**src/hw/rtl/lcpf_pkg.sv**
```systemverilog
// package: constants, widths and types for the led controller packet framer
`default_nettype none
package lcpf_pkg;

    localparam int MAX_PAYLOAD   = 1472;
    localparam int LEDS_PER_PORT = 684;
    localparam int PORT_COUNT    = 8;

    localparam int FRAME_BYTES   = LEDS_PER_PORT * PORT_COUNT;
    localparam int HDR_BYTES     = 10;
    localparam int SEC_HDR_BYTES = 4;
    localparam int MIN_SECTION   = 5;
    localparam int ALIGN_BITS    = 11;
    localparam int ZERO_BYTES    = 8;

    localparam int LEN_W = $clog2(((MAX_PAYLOAD > LEDS_PER_PORT) ? MAX_PAYLOAD
                                                                  : LEDS_PER_PORT) + 1);
    localparam int FB_W  = $clog2(FRAME_BYTES + 1);
    localparam int IDX_W = 5;
    localparam int OFF_W = 16;

    localparam logic [IDX_W-1:0] IDX_ZERO   = IDX_W'(0);
    localparam logic [IDX_W-1:0] IDX_HDR    = IDX_W'(ZERO_BYTES);
    localparam logic [IDX_W-1:0] IDX_SECT   = IDX_W'(ZERO_BYTES + HDR_BYTES);
    localparam logic [IDX_W-1:0] IDX_DATA   = IDX_W'(ZERO_BYTES + HDR_BYTES + SEC_HDR_BYTES);

    localparam logic [7:0] BYTE_Y    = 8'h59;
    localparam logic [7:0] BYTE_T    = 8'h54;
    localparam logic [7:0] BYTE_K    = 8'h4B;
    localparam logic [7:0] BYTE_J    = 8'h4A;
    localparam logic [7:0] BYTE_PROT = 8'h57;
    localparam logic [7:0] BYTE_VER  = 8'h05;

    // register index, taken from the word address bits of paddr
    localparam int                   REG_IDX_W         = 1;
    localparam logic [REG_IDX_W-1:0] REG_CONTROLLER_ID = REG_IDX_W'(0);

    typedef enum logic [3:0] {
        S_IDLE = 4'b0001,
        S_PLAN = 4'b0010,
        S_SECT = 4'b0100,
        S_EMIT = 4'b1000
    } state_t;

endpackage
`default_nettype wire

```
**src/hw/rtl/led_controller_packet_framer.sv**
```systemverilog
// led controller packet framer: led bytes in, datagram bytes out
// order: an item inside an open section goes straight to S_EMIT, one that opens a section
//   passes S_SECT first, and one that opens a packet passes S_PLAN and then S_SECT; then
//   1 to 23 results, one per cycle while out_stall is low
// throughput: one item at a time; in_stall stays high until its last result is taken
// reset: asynchronous active low; controller_id returns to 1, frame state clears
`default_nettype none
module led_controller_packet_framer
    import lcpf_pkg::*;
(
    input  wire logic        clk,
    input  wire logic        rst_n,
    input  wire logic        in_valid,
    output logic             in_stall,
    input  wire logic [7:0]  led_byte,
    output logic             out_valid,
    input  wire logic        out_stall,
    output logic [7:0]       out_byte,
    output logic             datagram_last,
    output logic             item_last,
    input  wire logic        psel,
    input  wire logic        penable,
    input  wire logic        pwrite,
    input  wire logic [2:0]  paddr,
    input  wire logic [31:0] pwdata,
    output logic [31:0]      prdata,
    output logic             pready
);

    state_t             state_reg, state_next;
    logic [7:0]         cid_reg;
    logic [FB_W-1:0]    done_reg;
    logic [LEN_W-1:0]   pp_reg;
    logic [LEN_W-1:0]   sdl_reg;
    logic [LEN_W-1:0]   carry_reg;
    logic [OFF_W-1:0]   off_reg;
    logic               first_reg;

    logic [7:0]         data_reg;
    logic [IDX_W-1:0]   idx_reg;
    logic [LEN_W-1:0]   take_reg;
    logic [OFF_W-1:0]   sec_off_reg;

    logic [LEN_W-1:0]   ppos_reg;
    logic [LEN_W-1:0]   pcarry_reg;
    logic [FB_W-1:0]    prem_reg;
    logic [7:0]         pcnt_reg;

    logic               in_acc, out_acc, cfg_wr;
    logic               id_sel;
    logic               need_packet;
    logic               plan_go;
    logic [LEN_W-1:0]   p_need, p_room, p_take;
    logic [LEN_W:0]     p_pos_min;
    logic [LEN_W-1:0]   s_need, s_room;
    logic [FB_W-1:0]    done_inc;
    logic               frame_end;

    assign in_acc  = in_valid && !in_stall;
    assign out_acc = out_valid && !out_stall;
    assign cfg_wr  = psel && penable && pwrite && pready;
    assign id_sel  = (paddr[2 +: REG_IDX_W] == REG_CONTROLLER_ID);

    assign in_stall  = (state_reg != S_IDLE);
    assign out_valid = (state_reg == S_EMIT);
    assign pready    = 1'b1;
    assign prdata    = id_sel ? {24'd0, cid_reg} : 32'd0;

    assign need_packet = (pp_reg == '0) ||
                         ({1'b0, pp_reg} + (LEN_W+1)'(MIN_SECTION) > (LEN_W+1)'(MAX_PAYLOAD));

    // plan unit: one section per cycle in S_PLAN
    assign p_pos_min = {1'b0, ppos_reg} + (LEN_W+1)'(MIN_SECTION);
    assign plan_go   = (prem_reg != '0) && (p_pos_min <= (LEN_W+1)'(MAX_PAYLOAD));
    assign p_need    = (pcarry_reg != '0) ? pcarry_reg : LEN_W'(LEDS_PER_PORT);
    assign p_room    = LEN_W'(MAX_PAYLOAD) - ppos_reg - LEN_W'(SEC_HDR_BYTES);
    assign p_take    = (p_need > p_room) ? p_room : p_need;

    assign s_need = (carry_reg != '0) ? carry_reg : LEN_W'(LEDS_PER_PORT);
    assign s_room = LEN_W'(MAX_PAYLOAD) - pp_reg - LEN_W'(SEC_HDR_BYTES);

    assign done_inc  = done_reg + FB_W'(1);
    assign frame_end = (done_inc >= FB_W'(FRAME_BYTES));

    always_comb
    begin
        state_next = state_reg;
        unique case (state_reg)
            S_IDLE:
            begin
                if (in_acc)
                begin
                    if (sdl_reg != '0)
                        state_next = S_EMIT;
                    else if (need_packet)
                        state_next = S_PLAN;
                    else
                        state_next = S_SECT;
                end
            end
            S_PLAN:
            begin
                if (!plan_go)
                    state_next = S_SECT;
            end
            S_SECT:
            begin
                state_next = S_EMIT;
            end
            S_EMIT:
            begin
                if (out_acc && idx_reg == IDX_DATA)
                    state_next = S_IDLE;
            end
            default:
            begin
                state_next = S_IDLE;
            end
        endcase
    end

    always_comb
    begin
        unique case (idx_reg)
            IDX_HDR:                out_byte = BYTE_Y;
            IDX_HDR + IDX_W'(1):    out_byte = BYTE_T;
            IDX_HDR + IDX_W'(2):    out_byte = BYTE_K;
            IDX_HDR + IDX_W'(3):    out_byte = BYTE_J;
            IDX_HDR + IDX_W'(4):    out_byte = cid_reg;
            IDX_HDR + IDX_W'(6):    out_byte = BYTE_PROT;
            IDX_HDR + IDX_W'(7):    out_byte = BYTE_VER;
            IDX_HDR + IDX_W'(8):    out_byte = pcnt_reg;
            IDX_SECT:               out_byte = sec_off_reg[7:0];
            IDX_SECT + IDX_W'(1):   out_byte = sec_off_reg[15:8];
            IDX_SECT + IDX_W'(2):   out_byte = take_reg[7:0];
            IDX_SECT + IDX_W'(3):   out_byte = 8'(take_reg >> 8);
            IDX_DATA:               out_byte = data_reg;
            default:                out_byte = 8'd0;
        endcase
    end

    assign item_last     = (idx_reg == IDX_DATA);
    assign datagram_last = item_last && frame_end;

    always_ff @(posedge clk or negedge rst_n)
    begin
        if (!rst_n)
        begin
            state_reg <= S_IDLE;
            cid_reg   <= 8'd1;
            done_reg  <= '0;
            pp_reg    <= '0;
            sdl_reg   <= '0;
            carry_reg <= '0;
            off_reg   <= '0;
            first_reg <= 1'b1;
            idx_reg   <= IDX_DATA;
        end
        else
        begin
            state_reg <= state_next;
            if (cfg_wr && id_sel)
                cid_reg <= pwdata[7:0];
            unique case (state_reg)
                S_IDLE:
                begin
                    if (in_acc)
                    begin
                        if (sdl_reg != '0)
                            idx_reg <= IDX_DATA;
                        else if (need_packet)
                        begin
                            idx_reg   <= first_reg ? IDX_HDR : IDX_ZERO;
                            first_reg <= 1'b0;
                            pp_reg    <= LEN_W'(HDR_BYTES);
                        end
                        else
                            idx_reg <= IDX_SECT;
                    end
                end
                S_PLAN:
                begin
                end
                S_SECT:
                begin
                    if (s_need > s_room)
                    begin
                        carry_reg <= s_need - s_room;
                        off_reg   <= off_reg + OFF_W'(s_room);
                        sdl_reg   <= s_room;
                    end
                    else
                    begin
                        carry_reg <= '0;
                        off_reg   <= {off_reg[OFF_W-1:ALIGN_BITS] + (OFF_W-ALIGN_BITS)'(1),
                                      ALIGN_BITS'(0)};
                        sdl_reg   <= s_need;
                    end
                    pp_reg <= pp_reg + LEN_W'(SEC_HDR_BYTES);
                end
                S_EMIT:
                begin
                    if (out_acc)
                    begin
                        if (idx_reg == IDX_DATA)
                        begin
                            if (frame_end)
                            begin
                                done_reg  <= '0;
                                pp_reg    <= '0;
                                sdl_reg   <= '0;
                                carry_reg <= '0;
                                off_reg   <= '0;
                                first_reg <= 1'b1;
                            end
                            else
                            begin
                                done_reg <= done_inc;
                                pp_reg   <= pp_reg + LEN_W'(1);
                                if (sdl_reg != '0)
                                    sdl_reg <= sdl_reg - LEN_W'(1);
                            end
                        end
                        else
                            idx_reg <= idx_reg + IDX_W'(1);
                    end
                end
                default:
                begin
                end
            endcase
        end
    end

    // payload, plan and section header registers
    always_ff @(posedge clk)
    begin
        if (in_acc)
        begin
            data_reg   <= led_byte;
            ppos_reg   <= LEN_W'(HDR_BYTES);
            pcarry_reg <= carry_reg;
            prem_reg   <= FB_W'(FRAME_BYTES) - done_reg;
            pcnt_reg   <= 8'd0;
        end
        else if (state_reg == S_PLAN && plan_go)
        begin
            pcnt_reg   <= pcnt_reg + 8'd1;
            ppos_reg   <= ppos_reg + LEN_W'(SEC_HDR_BYTES) + p_take;
            prem_reg   <= (FB_W'(p_take) >= prem_reg) ? '0 : prem_reg - FB_W'(p_take);
            pcarry_reg <= (p_need > p_take) ? p_need - p_take : '0;
        end
        if (state_reg == S_SECT)
        begin
            sec_off_reg <= off_reg;
            take_reg    <= (s_need > s_room) ? s_room : s_need;
        end
    end

`ifndef SYNTHESIS
    a_busy_stalls: assert property (@(posedge clk) disable iff (!rst_n)
        (state_reg != S_IDLE) |-> in_stall)
        else $error("input not stalled while an item is in progress");

    a_pp_bound: assert property (@(posedge clk) disable iff (!rst_n)
        pp_reg <= LEN_W'(MAX_PAYLOAD))
        else $error("packet position beyond payload limit");

    a_sect_room: assert property (@(posedge clk) disable iff (!rst_n)
        (state_reg == S_SECT) |->
        ({1'b0, pp_reg} + (LEN_W+1)'(MIN_SECTION) <= (LEN_W+1)'(MAX_PAYLOAD)))
        else $error("section opened without room for a data byte");

    a_frame_restart: assert property (@(posedge clk) disable iff (!rst_n)
        (out_acc && datagram_last) |=> (done_reg == '0 && first_reg && pp_reg == '0))
        else $error("frame state not restarted after final byte");

    a_emit_has_section: assert property (@(posedge clk) disable iff (!rst_n)
        (state_reg == S_EMIT && idx_reg == IDX_DATA) |-> (sdl_reg != '0))
        else $error("data byte emitted with no open section");
`endif

endmodule
`default_nettype wire

```
**config.mk**
```make
export PLATFORM = sky130hd
export DESIGN_NAME = led_controller_packet_framer
export DESIGN_NICKNAME = d
export VERILOG_FILES = /design/src/hw/rtl/lcpf_pkg.sv /design/src/hw/rtl/led_controller_packet_framer.sv
export SDC_FILE = /design/constraint.sdc
export NUM_CORES = 1
export LEC_CHECK = 0
export BUFFER_PORTS_ARGS = -buffer_cell sky130_fd_sc_hd__buf_2
export CAP_MARGIN = 40
export CORE_ASPECT_RATIO = 1.2
export CORE_MARGIN = 8
export CORE_UTILIZATION = 65
export DETAILED_ROUTE_END_ITERATION = 16
export PLACE_DENSITY = 0.86
export SLEW_MARGIN = 20
export SYNTH_ARGS = -nofsm -noshare
export SYNTH_HDL_FRONTEND = slang
export SYNTH_SLANG_ARGS = --single-unit
export TNS_END_PERCENT = 100
```
**constraint.sdc**
```tcl
create_clock -name clk -period 9.9 [get_ports clk]
set_input_delay 0.99 -clock clk [delete_from_list [all_inputs] [get_ports clk]]
set_output_delay 0.99 -clock clk [all_outputs]
set_load 0.005 [all_outputs]
```
## Word level (Yosys, flattened, before mapping)

Index checks and enable logic that the tools add are counted.

| word-level totals | value |
|---|---|
| register bits after elaboration | 158 |
| output and inout bits | 45 |

| operators by class | value |
|---|---|
| $add $sub $neg | 20 |
| $lt $le $gt $ge | 7 |
| equal/unequal tests | 28 |
| mux-type cells | 55 |
| bitwise operators | 1 |
| reductions and logical operators | 28 |

Operator list:

| operator | number |
|---|---|
| 2-to-1 mux 11 bit | 21 |
| case mux 8 bit (13 select lines) | 1 |
| 2-to-1 mux 16 bit | 4 |
| 2-to-1 mux 13 bit | 4 |
| case mux 11 bit (2 select lines) | 2 |
| equality test 5 x 4 -> 1 bit (second input constant) | 7 |
| greater-than comparator 11 bit | 3 |
| case mux 11 bit (3 select lines) | 1 |
| nonzero test 11 bit | 3 |
| case mux 16 bit (2 select lines) | 1 |
| equality test 5 bit (second input constant) | 6 |
| 2-to-1 mux 5 bit | 5 |
| adder 11 x 3 -> 12 bit (second input constant) | 2 |
| adder 11 x 3 -> 11 bit (second input constant) | 2 |
| subtractor 11 bit | 2 |
| subtractor 11 bit (first input constant) | 2 |
| subtractor 11 x 3 -> 11 bit (second input constant) | 2 |
| 2-to-1 mux 4 bit | 5 |
| adder 16 x 11 -> 16 bit | 1 |
| case mux 4 bit (4 select lines) | 1 |
| adder 13 x 1 -> 13 bit (second input constant) | 1 |
| >= comparator 11 x 13 -> 1 bit | 1 |
| >= comparator 13 bit (second input constant) | 1 |
| nonzero test 13 bit | 1 |
| other kinds (33) | 60 |

## Longest topological paths before layout

| logic depth | value |
|---|---|
| depth after elaboration | 8 |
| depth in mapped cells | 27 |
| gate-level depth less buffers | 26 |

## Worst setup path after synthesis

Ideal clock, no wire load.

| timing path | value |
|---|---|
| path kind | flip-flop to flip-flop |
| start point | reg pcarry_reg[6] |
| end point | reg prem_reg[6], data pin |
| library setup time | 0.284 ns |
| arrival time | 4.909 ns |
| slack | 4.707 ns |
| cell stages (with the launch flop) | 25 |
| clock period less this slack | 5.193 ns |
| cell sequence | edfxtp_1 > nor4_1 > nand2_1 > nor4_1 > nor2_1 > inv_1 > ha_1 > nand2_1 > nor2_1 > a211oi_1 > o211ai_1 > o21ai_1 > clkbuf_1 > mux2i_1 > inv_1 > ha_1 > a21o_1 > a21oi_1 > o21ai_0 > a31o_2 > a2111oi_0 > o31ai_1 > clkbuf_1 > a21oi_1 > a21oi_1 |

| between the ends | value |
|---|---|
| longest elaborated chain between the ends | 8 |
| elaborated cells between the ends (all ways) | 9 |
| classes of those cells | add/sub (1); order compare (2); mux (5); reduce/logical (1) |

RTL lines:

| item | RTL line | RTL |
|---|---|---|
| from (decl) | led_controller_packet_framer.sv:45 | `logic [LEN_W-1:0] pcarry_reg;` |
| from (signal assigned) | led_controller_packet_framer.sv:242 | `pcarry_reg <= carry_reg;` |
| from (signal assigned) | led_controller_packet_framer.sv:251 | `pcarry_reg <= (p_need > p_take) ? p_need - p_take : '0;` |
| nonzero test 11 bit | led_controller_packet_framer.sv:75 | `assign p_need = (pcarry_reg != '0) ? pcarry_reg : LEN_W'(LEDS_PER_PORT);` |
| 2-to-1 mux 11 bit * | led_controller_packet_framer.sv:75 |  |
| greater-than comparator 11 bit | led_controller_packet_framer.sv:77 | `assign p_take = (p_need > p_room) ? p_room : p_need;` |
| 2-to-1 mux 11 bit * | led_controller_packet_framer.sv:77 |  |
| subtractor 13 x 11 -> 13 bit or >= comparator 11 x 13 -> 1 bit (tied branches) | led_controller_packet_framer.sv:250 | `prem_reg <= (FB_W'(p_take) >= prem_reg) ? '0 : prem_reg - FB_W'(p_take);` |
| 2-to-1 mux 13 bit * | led_controller_packet_framer.sv:250 |  |
| 2-to-1 mux 13 bit * | led_controller_packet_framer.sv:246 | `else if (state_reg == S_PLAN && plan_go)` |
| 2-to-1 mux 13 bit * | led_controller_packet_framer.sv:238 | `if (in_acc)` |
| to (signal assigned) | led_controller_packet_framer.sv:243 | `prem_reg <= FB_W'(FRAME_BYTES) - done_reg;` |
| to (signal assigned) | led_controller_packet_framer.sv:250 |  |
| to (decl) | led_controller_packet_framer.sv:46 | `logic [FB_W-1:0] prem_reg;` |

Mark *: on every way between the ends. The rest lies on a longest branch, timed or not. The select of a mux whose other input is x is not followed.
A chain may end at the register's enable or synchronous reset.

## Final worst setup path

| timing path | value |
|---|---|
| start point | reg pcarry_reg[8] |
| end point | reg prem_reg[2], data pin |

The elaborated chain is that of the path after synthesis.

==> qor_table.md <==
| Result | Reported | Unit |
|---|---|---|
| Outcome | finished, final reports clean | - |
| Routed Antenna Nets | 0 | - |
| Share of post-route cells with drive strength above 1 | 0.1016 | - |
| Average cell area after synthesis | 8.919 | µm² |
| Maximum resistive drop on vdd | 0.2489 | mV |
| Total Routing Usage GR | 0.2648 | - |
| Clock network latency to the later pin of the worst-skew pair | 440 | ps |
| Site row count | 54 | - |
| TritonCTS clock tree | yes | - |
| Ratio of final minimum period to clock period | 0.6114 | - |
| Area share of the leading cell type in the synthesized netlist | 0.1569 | - |
| Final hold violation count | 0 | - |
| Crit path required time | 10,060 | ps |
| Sequential area share after synthesis | 0.3527 | - |
| Worst path cell trace | nor4_1 > nand2_1 > nor4_1 > nor2_1 > inv_1 > ha_1 > nand2_1 > nor2_1 > a211oi_1 > o211ai_1 > o21ai_1 > buf_4 > a21o_1 > inv_1 > ha_1 > nor2b_1 > o21ai_0 > nand2b_1 > a31o_2 > a2111oi_0 > o31ai_1 > buf_4 > nand3_1 > o21ai_0 | - |
| Power dissipated by switching net loads | 2.458 | mW |
| Antenna violations before repair | 0 | - |
| Sequential Power Share | 0.224 | - |
| Setup Buffers After CTS | 0 | - |
| Pins Over Slew Limit | 0 | - |
| Buffers plus inverters on the worst setup path | 4 | - |
| Most used flip-flop cell after synthesis | dfrtp_1 | - |
| Static leakage | 5.443 | nW |
| Synthesis-to-finish area growth | 6.839 | % |
| Fmax | 0.1652 | GHz |
| Number of unique standard cell types used by synthesis | 92 | - |
| Detail-routed via count per cell | 6.474 | - |
| Layout fillers | 1,377 | - |
| Clock-pin transition on the worst setup and hold timing paths | 70 | ps |
| Share of synthesized flip-flops with an asynchronous set or reset | 0.5063 | - |
| Remaining Overflow, GRT | 0 | - |
| Dominant cell type by area after synthesis | dfrtp_1 | - |
| Floorplan die height | 163.6 | µm |
| Number of buffers added to fix hold violations after cts | 0 | - |
| Type of the most critical hold path | reg -> reg | - |
| Post-layout nets | 1,473 | - |
| Transition time at the pin with the least slew margin | 776.7 | ps |
| Most frequent standard cell in the layout excluding fill and tap cells | nand2_1 | - |
| Total power density per cell area | 399.8 | mW/mm² |
| Residual DRC count | 0 | - |
| Cell types with the largest area share after synthesis | dfrtp_1 16%, edfxtp_1 15%, ha_1 9.9% | - |
| Worst path top cell family by delay | compound AO/OA/AOI/OAI gates | - |
| Worst reg-to-reg setup slack | 3850 | ps |
| Reg area | 0.004161 | mm² |
| Maximum net fanout on the critical path | 11 | - |
| Total vias in the final route | 10,113 | - |
| Endpoints failing setup | 0 | - |
| Area of the die | 0.02274 | mm² |
| WL final | 30.07 | mm |
| Number of violations reported at the end of detailed-routing iteration 0 | 768 | - |
| H-tree depth reported by CTS | 4 | - |
| Number of clock sinks | 158 | - |
| CP Launch Type | flip-flop | - |
| Top library cells by usage in the layout, fill and taps aside | 129 x nand2_1, 97 x o21ai_0, 93 x ha_1, 85 x nor2_1, 77 x inv_1 | - |
| Global-route wire length before repair | 48.67 | mm |
| Relative contribution of the clock network to total power | 0.132 | - |
| Hold Path Depth | 0 | - |
| Setup_tns | 0 | ps |
| Relative contribution of combinational cells to total power | 0.643 | - |
| Number of cells on the worst reg-to-reg path | 24 | - |
| X dimension of the die | 139.0 | µm |
| Arr. time, crit path | 6220 | ps |
| Placer's final routability congestion estimate | 0.9683 | - |
| Crit path kind | reg -> reg | - |
| Mapped Cells | 1,323 | - |
| Cts repair resizes | 0 | - |
| Footprint of the multi-input gates | 0.006929 | mm² |
| Post-synth design cell area | 0.01180 | mm² |
| Routed length per placed instance | 19.25 | µm |
| RSZ-0062 raised after global routing | false | - |
| Core area | 0.01797 | mm² |
| Largest net degree at the start of global routing | 45 | - |
| Min cycle time layout | 6053 | ps |
| Total of flip-flops plus latches after synthesis | 158 | - |
| IO buf count | 43 | - |
| Root buf cell | clkbuf_16 | - |
| Detailed-router iteration count before antenna repair | 8 | - |
| N_diodes | 0 | - |
| Largest stage delay on the critical path | 610 | ps |
| Bufs on Longest Clock Path | 2 | - |
| Number of cells on the critical path | 24 | - |
| CTS Buf Count | 17 | - |
| Final setup skew | 10.89 | ps |
| Capturing element type of the critical path | flip-flop | - |
| Slew headroom | 0.4774 | - |
| Count of maximum capacitance violations | 0 | - |
| Vias in the first global route | 9,807 | - |
| I/O pin count | 95 | - |
| Detailed Place HPWL | 22.29 | mm |
| Critical path's slowest cell | nor4_1 | - |
| Syn. warnings | 0 | - |
| Number of synthesized flops with an enable pin | 59 | - |
| Effective utilization at floorplan | 0.6566 | - |
| Final Core Density | 0.7015 | - |
| Switching fraction of total power | 0.4878 | - |
| P_int | 2.582 | mW |
synth_stat cells, types with 18 or more instances:
library cell / number
nand2_1: 129
o21ai_0: 97
ha_1: 93
nor2_1: 85
inv_1: 77
dfrtp_1: 74
a21oi_1: 72
edfxtp_1: 59
xnor2_1: 48
nand3_1: 47
clkbuf_1: 39
xor2_1: 32
o31ai_1: 31
buf_4: 28
nor3_1: 25
a21o_1: 23
buf_2: 22
nor2b_1: 22
dfxtp_1: 19
nand2b_1: 18
worst reg2reg max path, delay by kind of cell (launching register included):
kind / cells / cell delay (ps)
flops: 1 / 490
compound gates: 9 / 2350
simple gates: 9 / 1660
buf+inv: 4 / 710
fa+ha+maj: 2 / 560
power by group through the flow:
stage,Clock [mW],Combinational (mW),Sequential (mW)
6_report,0.665,3.24,1.13
5_1_grt,0.699,3.58,1.15
4_1_cts,0.671,3.19,1.13
3_5_place_dp,0,3.15,1.14
3_3_place_gp,0,3.03,1.13
2_1_floorplan,0,2.48,1.04
metal layers:
layer  GRT usage  part of all wire  up-vias  routed length [µm]
li1            -                 -     4785                   -
met1      0.3079              0.40     4827               11940
met2      0.4621              0.49      401               14850
met3     0.04357             0.061      100                1838
met4      0.1454             0.048        0                1441
met5           0                 0        -                   0
per-stage QoR:
step	cell area [µm²]	setup slack [ps]	instances	power, mW	hold WS, ps
2_1_floorplan	11890	4707	1346	3.521	439.0
3_3_place_gp	11930	3815	1525	4.160	462.6
3_5_place_dp	11970	3947	1527	4.283	468.1
4_1_cts	12590	3894	1559	4.988	485.6
5_1_grt	12610	3232	1562	5.429	496.5
6_report	12610	3847	1562	5.040	487.4
layout make-up:
type                       instances  share of cell area
sequential                       158              0.3301
clock inverter                    15             0.01528
clock buffer                      17             0.03374
inverter                          78             0.02322
multi-input combinational       1015              0.5496
tap                              224             0.02223
timing repair buffer              55             0.02580
path summary, 6_finish.rpt:
path / start / endpoint
min in group asynchronous: rst_n / pp_reg[5]
min: off_reg[5] / sec_off_reg[5]
min reg2reg: off_reg[5] / sec_off_reg[5]
max reg2reg: pcarry_reg[8] / prem_reg[2]
max in group asynchronous: rst_n / cid_reg[0]
max: pcarry_reg[8] / prem_reg[2]
logic make-up after synthesis:
| kind of cell | after synthesis | synth area share |
|---|---|---|
| and+or+nand+nor | 418 | 0.1810 |
| AOI/OAI and AO/OA | 365 | 0.2038 |
| buffers and inverters | 173 | 0.06776 |
| DFF | 158 | 0.3527 |
| adders and majority gates | 98 | 0.1071 |
| xor gates and xnor gates | 82 | 0.06277 |
| muxes | 27 | 0.02428 |
| other | 2 | 0.0006364 |
Note: power is estimated with default switching activity, not from simulation.
